### src/rtl/core/btlv_pkg.sv
// Shared types and constants for the BER TLV header parser.
// Depends on nothing; every other file in rtl/core imports it.
package btlv_pkg;

  // Fixed widths of the result fields
  localparam int unsigned TAG_W = 30;
  localparam int unsigned LEN_OUT_W = 64;

  // Defaults for the top-level parameters
  localparam int unsigned MAX_LENGTH_BYTES_DEF = 8;
  localparam int unsigned TAG_BITS_DEF = 30;

  // Octet codes
  localparam logic [4:0] TAG_ESCAPE = 5'h1f;  // low five identifier bits: multi-byte tag
  localparam logic [7:0] LEN_INDEF = 8'h80;   // first length octet: indefinite form

  typedef enum logic [1:0] {
    PH_IDENT   = 2'd0,
    PH_TAGCONT = 2'd1,
    PH_LEN0    = 2'd2,
    PH_LENLONG = 2'd3
  } phase_t;

  typedef enum logic [1:0] {
    ST_OK       = 2'd0,
    ST_TAG_WIDE = 2'd1,
    ST_LEN_LONG = 2'd2
  } status_t;

  typedef struct packed {
    logic [TAG_W-1:0]     tag_number;
    logic [1:0]           tag_class;
    logic                 constructed;
    logic [LEN_OUT_W-1:0] content_length;
    logic                 is_indefinite;
    status_t              status;
  } result_t;

endpackage

### src/rtl/core/btlv_decoder.sv
// Header decode state machine: identifier, tag continuation and length octets.
// Depends on btlv_pkg for phase, status and result types.
module btlv_decoder #(
  parameter int unsigned MAX_LENGTH_BYTES = btlv_pkg::MAX_LENGTH_BYTES_DEF,
  parameter int unsigned TAG_BITS = btlv_pkg::TAG_BITS_DEF
) (
  input  logic              clk,
  input  logic              rst,
  input  logic              step,
  input  logic [7:0]        header_byte,
  output logic              res_valid,
  output btlv_pkg::result_t res
);
  import btlv_pkg::*;

  localparam int unsigned LEN_W = 8 * MAX_LENGTH_BYTES;
  localparam int unsigned CNT_W = $clog2(MAX_LENGTH_BYTES + 1);

  phase_t              phase, phase_next;
  logic [TAG_BITS-1:0] tag_accum, tag_accum_next;
  logic [1:0]          class_held, class_held_next;
  logic                constructed_held, constructed_held_next;
  logic                tag_overflow, tag_overflow_next;
  logic [LEN_W-1:0]    length_accum, length_accum_next;
  logic [CNT_W-1:0]    length_bytes_left, length_bytes_left_next;

  logic [TAG_BITS-1:0] tag_shift;
  logic [LEN_W-1:0]    len_shift;
  logic                len_of_len_bad;
  logic                last_len_byte;
  status_t             ok_status;

  assign tag_shift      = TAG_BITS'({tag_accum, header_byte[6:0]});
  assign len_shift      = LEN_W'({length_accum, header_byte});
  assign len_of_len_bad = 32'(header_byte[6:0]) > MAX_LENGTH_BYTES;
  assign last_len_byte  = length_bytes_left <= CNT_W'(1);
  assign ok_status      = tag_overflow ? ST_TAG_WIDE : ST_OK;

  // Next state
  always_comb begin
    phase_next             = phase;
    tag_accum_next         = tag_accum;
    class_held_next        = class_held;
    constructed_held_next  = constructed_held;
    tag_overflow_next      = tag_overflow;
    length_accum_next      = length_accum;
    length_bytes_left_next = length_bytes_left;
    if (step) begin
      case (phase)
        PH_IDENT: begin
          class_held_next       = header_byte[7:6];
          constructed_held_next = header_byte[5];
          tag_overflow_next     = 1'b0;
          if (header_byte[4:0] == TAG_ESCAPE) begin
            tag_accum_next = '0;
            phase_next     = PH_TAGCONT;
          end else begin
            tag_accum_next = TAG_BITS'(header_byte[4:0]);
            phase_next     = PH_LEN0;
          end
        end
        PH_TAGCONT: begin
          // flag any set bit that the shift pushes out of the tag
          if (tag_accum[TAG_BITS-1 -: 7] != 7'd0) begin
            tag_overflow_next = 1'b1;
          end
          tag_accum_next = tag_shift;
          if (!header_byte[7]) begin
            phase_next = PH_LEN0;
          end
        end
        PH_LEN0: begin
          if (!header_byte[7] || header_byte == LEN_INDEF || len_of_len_bad) begin
            phase_next             = PH_IDENT;
            length_bytes_left_next = '0;
          end else begin
            length_accum_next      = '0;
            length_bytes_left_next = CNT_W'(header_byte[6:0]);
            phase_next             = PH_LENLONG;
          end
        end
        PH_LENLONG: begin
          length_accum_next = len_shift;
          if (last_len_byte) begin
            phase_next             = PH_IDENT;
            length_bytes_left_next = '0;
          end else begin
            length_bytes_left_next = length_bytes_left - CNT_W'(1);
          end
        end
        default: begin
          phase_next = PH_IDENT;
        end
      endcase
    end
  end

  // Result of the current byte
  always_comb begin
    res_valid          = 1'b0;
    res.tag_number     = TAG_W'(tag_accum);
    res.tag_class      = class_held;
    res.constructed    = constructed_held;
    res.content_length = '0;
    res.is_indefinite  = 1'b0;
    res.status         = ok_status;
    case (phase)
      PH_LEN0: begin
        if (!header_byte[7]) begin
          res_valid          = step;
          res.content_length = LEN_OUT_W'(header_byte);
        end else if (header_byte == LEN_INDEF) begin
          res_valid          = step;
          res.content_length = '1;
          res.is_indefinite  = 1'b1;
        end else if (len_of_len_bad) begin
          res_valid  = step;
          res.status = ST_LEN_LONG;
        end
      end
      PH_LENLONG: begin
        res_valid          = step && last_len_byte;
        res.content_length = LEN_OUT_W'(len_shift);
      end
      default: begin
        res_valid = 1'b0;
      end
    endcase
  end

  always_ff @(posedge clk) begin
    if (rst) begin
      phase             <= PH_IDENT;
      tag_accum         <= '0;
      class_held        <= '0;
      constructed_held  <= 1'b0;
      tag_overflow      <= 1'b0;
      length_accum      <= '0;
      length_bytes_left <= '0;
    end else begin
      phase             <= phase_next;
      tag_accum         <= tag_accum_next;
      class_held        <= class_held_next;
      constructed_held  <= constructed_held_next;
      tag_overflow      <= tag_overflow_next;
      length_accum      <= length_accum_next;
      length_bytes_left <= length_bytes_left_next;
    end
  end

endmodule

### src/rtl/core/btlv_out_reg.sv
// Result register: holds one decoded header until the receiver takes it.
// Depends on btlv_pkg for the result struct.
module btlv_out_reg (
  input  logic              clk,
  input  logic              rst,
  input  logic              load,
  input  btlv_pkg::result_t load_data,
  input  logic              stall,
  output logic              valid,
  output btlv_pkg::result_t data
);
  import btlv_pkg::*;

  always_ff @(posedge clk) begin
    if (rst) begin
      valid <= 1'b0;
    end else if (load) begin
      valid <= 1'b1;
    end else if (!stall) begin
      valid <= 1'b0;
    end
  end

  always_ff @(posedge clk) begin
    if (load) begin
      data <= load_data;
    end
  end

endmodule

### src/rtl/core/ber_tlv_header_parser.sv
// Top level of the BER TLV header parser: input register, decoder, result register.
// Depends on btlv_pkg, btlv_decoder and btlv_out_reg.
//
// Usage:
//   Feed identifier and length octets of consecutive TLV headers, one per
//   request, on the input channel (in_valid / in_stall / header_byte).
//   Content octets must not be sent: after the last length octet the block
//   expects the next identifier octet.
//   One result request per complete header leaves on the output channel
//   (out_valid / out_stall and the result fields). A first length octet
//   with more length bytes than MAX_LENGTH_BYTES ends the header at once
//   with status 2; the length bytes it announces are not consumed.
// Timing:
//   Each byte is held in the input register once its request is taken,
//   decoded from there by the decoder, and a result it completes is loaded
//   into the result register that drives out_valid and the result ports.
//   One byte per cycle sustained unless a waiting result is stalled; the decode
//   is a single pass of shift-or and compare logic between those two registers.
// Stalls and reset:
//   While the receiver stalls a waiting result, the input register holds
//   one byte and then in_stall rises; no byte or result is dropped.
//   Reset clears both valid flags and returns the decoder to expecting an
//   identifier octet.
module ber_tlv_header_parser #(
  parameter int unsigned MAX_LENGTH_BYTES = btlv_pkg::MAX_LENGTH_BYTES_DEF,
  parameter int unsigned TAG_BITS = btlv_pkg::TAG_BITS_DEF
) (
  input  logic                             clk,
  input  logic                             rst,
  input  logic                             in_valid,
  output logic                             in_stall,
  input  logic [7:0]                       header_byte,
  output logic                             out_valid,
  input  logic                             out_stall,
  output logic [btlv_pkg::TAG_W-1:0]       tag_number,
  output logic [1:0]                       tag_class,
  output logic                             constructed,
  output logic [btlv_pkg::LEN_OUT_W-1:0]   content_length,
  output logic                             is_indefinite,
  output logic [1:0]                       status
);
  import btlv_pkg::*;

  logic       in_q_valid;
  logic [7:0] in_q_byte;
  logic       in_take;
  logic       step;
  logic       res_valid;
  result_t    res;
  result_t    out_data;

  // Advance the held byte whenever the result slot is empty or drains now
  assign step     = in_q_valid && !(out_valid && out_stall);
  assign in_stall = in_q_valid && !step;
  assign in_take  = in_valid && !in_stall;

  always_ff @(posedge clk) begin
    if (rst) begin
      in_q_valid <= 1'b0;
    end else if (in_take) begin
      in_q_valid <= 1'b1;
    end else if (step) begin
      in_q_valid <= 1'b0;
    end
  end

  always_ff @(posedge clk) begin
    if (in_take) begin
      in_q_byte <= header_byte;
    end
  end

  btlv_decoder #(
    .MAX_LENGTH_BYTES(MAX_LENGTH_BYTES),
    .TAG_BITS(TAG_BITS)
  ) u_decoder (
    .clk(clk),
    .rst(rst),
    .step(step),
    .header_byte(in_q_byte),
    .res_valid(res_valid),
    .res(res)
  );

  btlv_out_reg u_out_reg (
    .clk(clk),
    .rst(rst),
    .load(res_valid),
    .load_data(res),
    .stall(out_stall),
    .valid(out_valid),
    .data(out_data)
  );

  assign tag_number     = out_data.tag_number;
  assign tag_class      = out_data.tag_class;
  assign constructed    = out_data.constructed;
  assign content_length = out_data.content_length;
  assign is_indefinite  = out_data.is_indefinite;
  assign status         = out_data.status;

  // A new result never overwrites one the receiver is still stalling
  assert property (@(posedge clk) disable iff (rst)
    res_valid |-> !(out_valid && out_stall))
    else $error("result loaded over a stalled result");

  // Stall the input only while a byte is held
  assert property (@(posedge clk) disable iff (rst)
    in_stall |-> in_q_valid)
    else $error("input stalled with empty input register");

  // Indefinite length always reports an all-ones length
  assert property (@(posedge clk) disable iff (rst)
    (out_valid && is_indefinite) |-> (&content_length))
    else $error("indefinite result without all-ones length");

  // Oversized length of length reports a zero, definite length
  assert property (@(posedge clk) disable iff (rst)
    (out_valid && status == ST_LEN_LONG) |-> (content_length == '0 && !is_indefinite))
    else $error("length-too-long result carries a length");

endmodule
### config.mk
export PLATFORM = sky130hd
export DESIGN_NAME = ber_tlv_header_parser
export DESIGN_NICKNAME = d
export VERILOG_FILES = /design/src/rtl/core/btlv_pkg.sv /design/src/rtl/core/btlv_decoder.sv /design/src/rtl/core/btlv_out_reg.sv /design/src/rtl/core/ber_tlv_header_parser.sv
export SDC_FILE = /design/constraint.sdc
export NUM_CORES = 1
export LEC_CHECK = 0
export ABC_AREA = 1
export BUFFER_PORTS_ARGS = -buffer_cell sky130_fd_sc_hd__buf_4
export CORE_UTILIZATION = 51
export DETAILED_ROUTE_END_ITERATION = 7
export HOLD_SLACK_MARGIN = 0.12
export MAX_ROUTING_LAYER = met4
export PLACE_DENSITY = 0.75
export SLEW_MARGIN = 20
export SYNTH_ARGS = -nofsm -noshare
export SYNTH_HDL_FRONTEND = slang
export SYNTH_HIERARCHICAL = 1
export SYNTH_SLANG_ARGS = --single-unit
export TNS_END_PERCENT = 1
### constraint.sdc
create_clock -name clk -period 7.2 [get_ports clk]
set_clock_uncertainty 0.05 [all_clocks]
set_input_delay 1.08 -clock clk [delete_from_list [all_inputs] [get_ports clk]]
set_output_delay 1.08 -clock clk [all_outputs]
set_load 0.005 [all_outputs]
==> reports/metrics.yaml <==
syn_area_um2: 7990
cts_hold_buf: 0
path_class: "in2reg"
seq_area_frac_synth: 0.651
ioPinCount: 114
grt_pass1_vias: 5179
pre_cts_ws_ns: 3.29
cts_buffer_depth: 3
area_delta_synth_final_pct: 19.4
ctsResizeCount: 0
comb_power_share: 0.046
dieArea_um2: 16200
cts_tree: "done"
fmax_mhz: 294
num_rows: 45
final-hold-violation-count: 0
synth_nets: 837
dp_hpwl_um: 9970
grt_pass1_wl_um: 26600
setup_violations: 0
synth_cells: 823
powerDensity_nw_per_um2: 256
max_slew_margin: 0.278
ant_nets: 0
start_util: 0.524
postCtsSetupRepairBufs: 0
h-tree-depth: 1
nets: 921
min_path_type: "reg2reg"
fin_tns_setup_ns: 0
p_sw_frac: 0.216
num_vias: 5920
setup_ws_ns: 3.80
cts_root_buf: "clkbuf_16"
status: "complete, no violations"
finalMaxSlewViolations: 0
crit_path_end_kind: "flip-flop"
power.internal_mw: 1.92
clockPowerShare: 0.430
grt_max_degree: 114
diodes: 0
min_period_over_period: 0.472
synth_area_leaders: "edfxtp_1 41%, dfxtp_1 25%, nand2_1 9.8%"
drt_iter0_markers: 563
wire_per_inst_um: 14.6
drc: 0
gp_congestion: 0.805
synth_top_area_cell: "edfxtp_1"
drv_cap: 0
die_w_um: 127
leakage_nw: 3.77
wl_um: 16500
crit_arrival_ns: 3.72
synth_cell_type_count: 30
synth_top_area_frac: 0.406
grt_setup_unrepaired: "false"
core_um2: 15300
die_h_um: 127
crit_fanout: 79
clock_latency_ns: 0.50
p_switching_mw: 0.529
drive_above_1_share: 0.192
period_needed_ns: 3.40
ys_warn_count: 6
numClockSinks: 206
cts_buffers: 21
grt-ovfl-total: 0
viasPerCell: 5.23
nFillCells: 1274
cp.required_ns: 7.53
share_seq_of_total_power: 0.524
clk_pin_slew_ns: 0.06
antenna_found_initial: 0
portBuffers: 113
ir_drop_mv: 0.152
cp-start-kind: "primary input"
synth_seq_cells: 206
grt_usage: 0.213
tightest_slew_ns: 1.08
first_pass_iters: 6
avgSynthCellArea_um2: 9.71
## logic make-up (layout without fill, tap and decap cells)
kind of cell / after synthesis / after routing / synth area share
AND/OR/NAND/NOR: 380 / 380 / 0.194
flip-flops: 206 / 206 / 0.651
AO/OA/AOI/OAI: 153 / 153 / 0.102
buffers and inverters: 81 / 179 / 0.0487
adder cells (fa/ha/maj): 2 / 2 / 0.00313
XOR/XNOR: 1 / 1 / 0.00110
## cell type report
cell class	instances	area, µm²	share of cell area
repair buffers	118	886	0.0928
multi-input cells	536	2420	0.254
clock inverters	9	75.1	0.00786
inverters	24	91.3	0.00957
clock buffers	28	602	0.0630
well taps	211	264	0.0277
flip-flops and latches	206	5200	0.545
## through the flow
| step | total power, mW | hold slack, ns | area [µm²] | utilization | cells |
|---|---|---|---|---|---|
| 2_1_floorplan | 1.39 | 0.353 | 7990 | - | 823 |
| 3_3_place_gp | 1.42 | 0.368 | 8860 | 0.581 | 1095 |
| 3_5_place_dp | 1.42 | 0.372 | 8860 | 0.581 | 1095 |
| 4_1_cts | 2.47 | 0.389 | 9540 | 0.625 | 1132 |
| 5_1_grt | 2.54 | 0.409 | 9550 | 0.626 | 1132 |
| 6_report | 2.45 | 0.382 | 9550 | 0.626 | 1132 |
## cells in the final DEF, fill, tap and decap left out, drive strengths merged
cell type    n
ha           2
inv         24
nand2      210
nand3       68
edfxtp     108
clkinv       8
o31ai        1
nor2        94
o22ai        1
or2          1
nand3b       1
xnor2        1
a21oi      101
nand4        2
a31oi        1
bufinv       1
o21a         1
nor3         2
dfxtp       98
buf        118
o21ai       48
nor4         2
clkbuf      28
## cells in the mapped netlist
cell        n
nand2_1   209
edfxtp_1  108
dfxtp_1    98
nor2_1     92
a21oi_1    89
nand3_1    66
o21ai_0    48
clkbuf_1   23
inv_1      19
buf_2      17
a21oi_2    12
buf_1       8
buf_6       6
inv_2       5
buf_4       2
ha_1        2
nand3_2     2
nand4_1     2
nor2_2      2
nor3_1      2
nor4_1      2
a31oi_1     1
buf_8       1
nand2_2     1
nand3b_1    1
o21a_1      1
o22ai_1     1
o31ai_1     1
or2_2       1
xnor2_1     1
## worst paths after layout
| kind | from | end | slack, ns | cells after the start |
|---|---|---|---|---|
| min reg2reg | u_decoder/class_held[1] | u_out_reg/data[69] | 0.38 | 0 |
| max reg2reg | u_out_reg/valid | u_decoder/length_accum[9] | 4.11 | 7 |
| max | out_stall | u_decoder/length_accum[9] | 3.80 | 8 |
| min | u_decoder/class_held[1] | u_out_reg/data[69] | 0.38 | 0 |
## power groups by stage
stage | sequential, mW | combinational (mW) | clock, mW
6_report | 1.28 | 0.112 | 1.05
5_1_grt | 1.29 | 0.128 | 1.13
4_1_cts | 1.28 | 0.111 | 1.07
3_5_place_dp | 1.31 | 0.110 | 0
3_3_place_gp | 1.31 | 0.108 | 0
2_1_floorplan | 1.30 | 0.0930 | 0
## metal layers
metal	share of wire	GRT usage	routed length, µm	vias up
li1	-	-	-	2937
met1	0.47	0.316	7740	2751
met2	0.45	0.295	7430	200
met3	0.060	0.0348	998	32
met4	0.022	0.0763	361	0
met5	0	-	0	-
## sequential cells by signal, indices dropped and copies added, names as in the netlist, 2 cells and up
signal,flops
u_decoder/phase,2
u_decoder/tag_accum,30
u_decoder/length_bytes_left,4
u_decoder/length_accum,56
u_out_reg/data,100
u_decoder/class_held,2
in_q_byte,8
## critical path, stage by stage
cell      delay [ns]
buf_4           0.13
a21oi_1         0.68
nand2_1         0.31
clkinv_2        0.48
buf_4           0.71
nand3_1         0.16
nand2_1         0.11
nor2_1          0.04
Note: power is estimated with default switching activity, not from simulation.
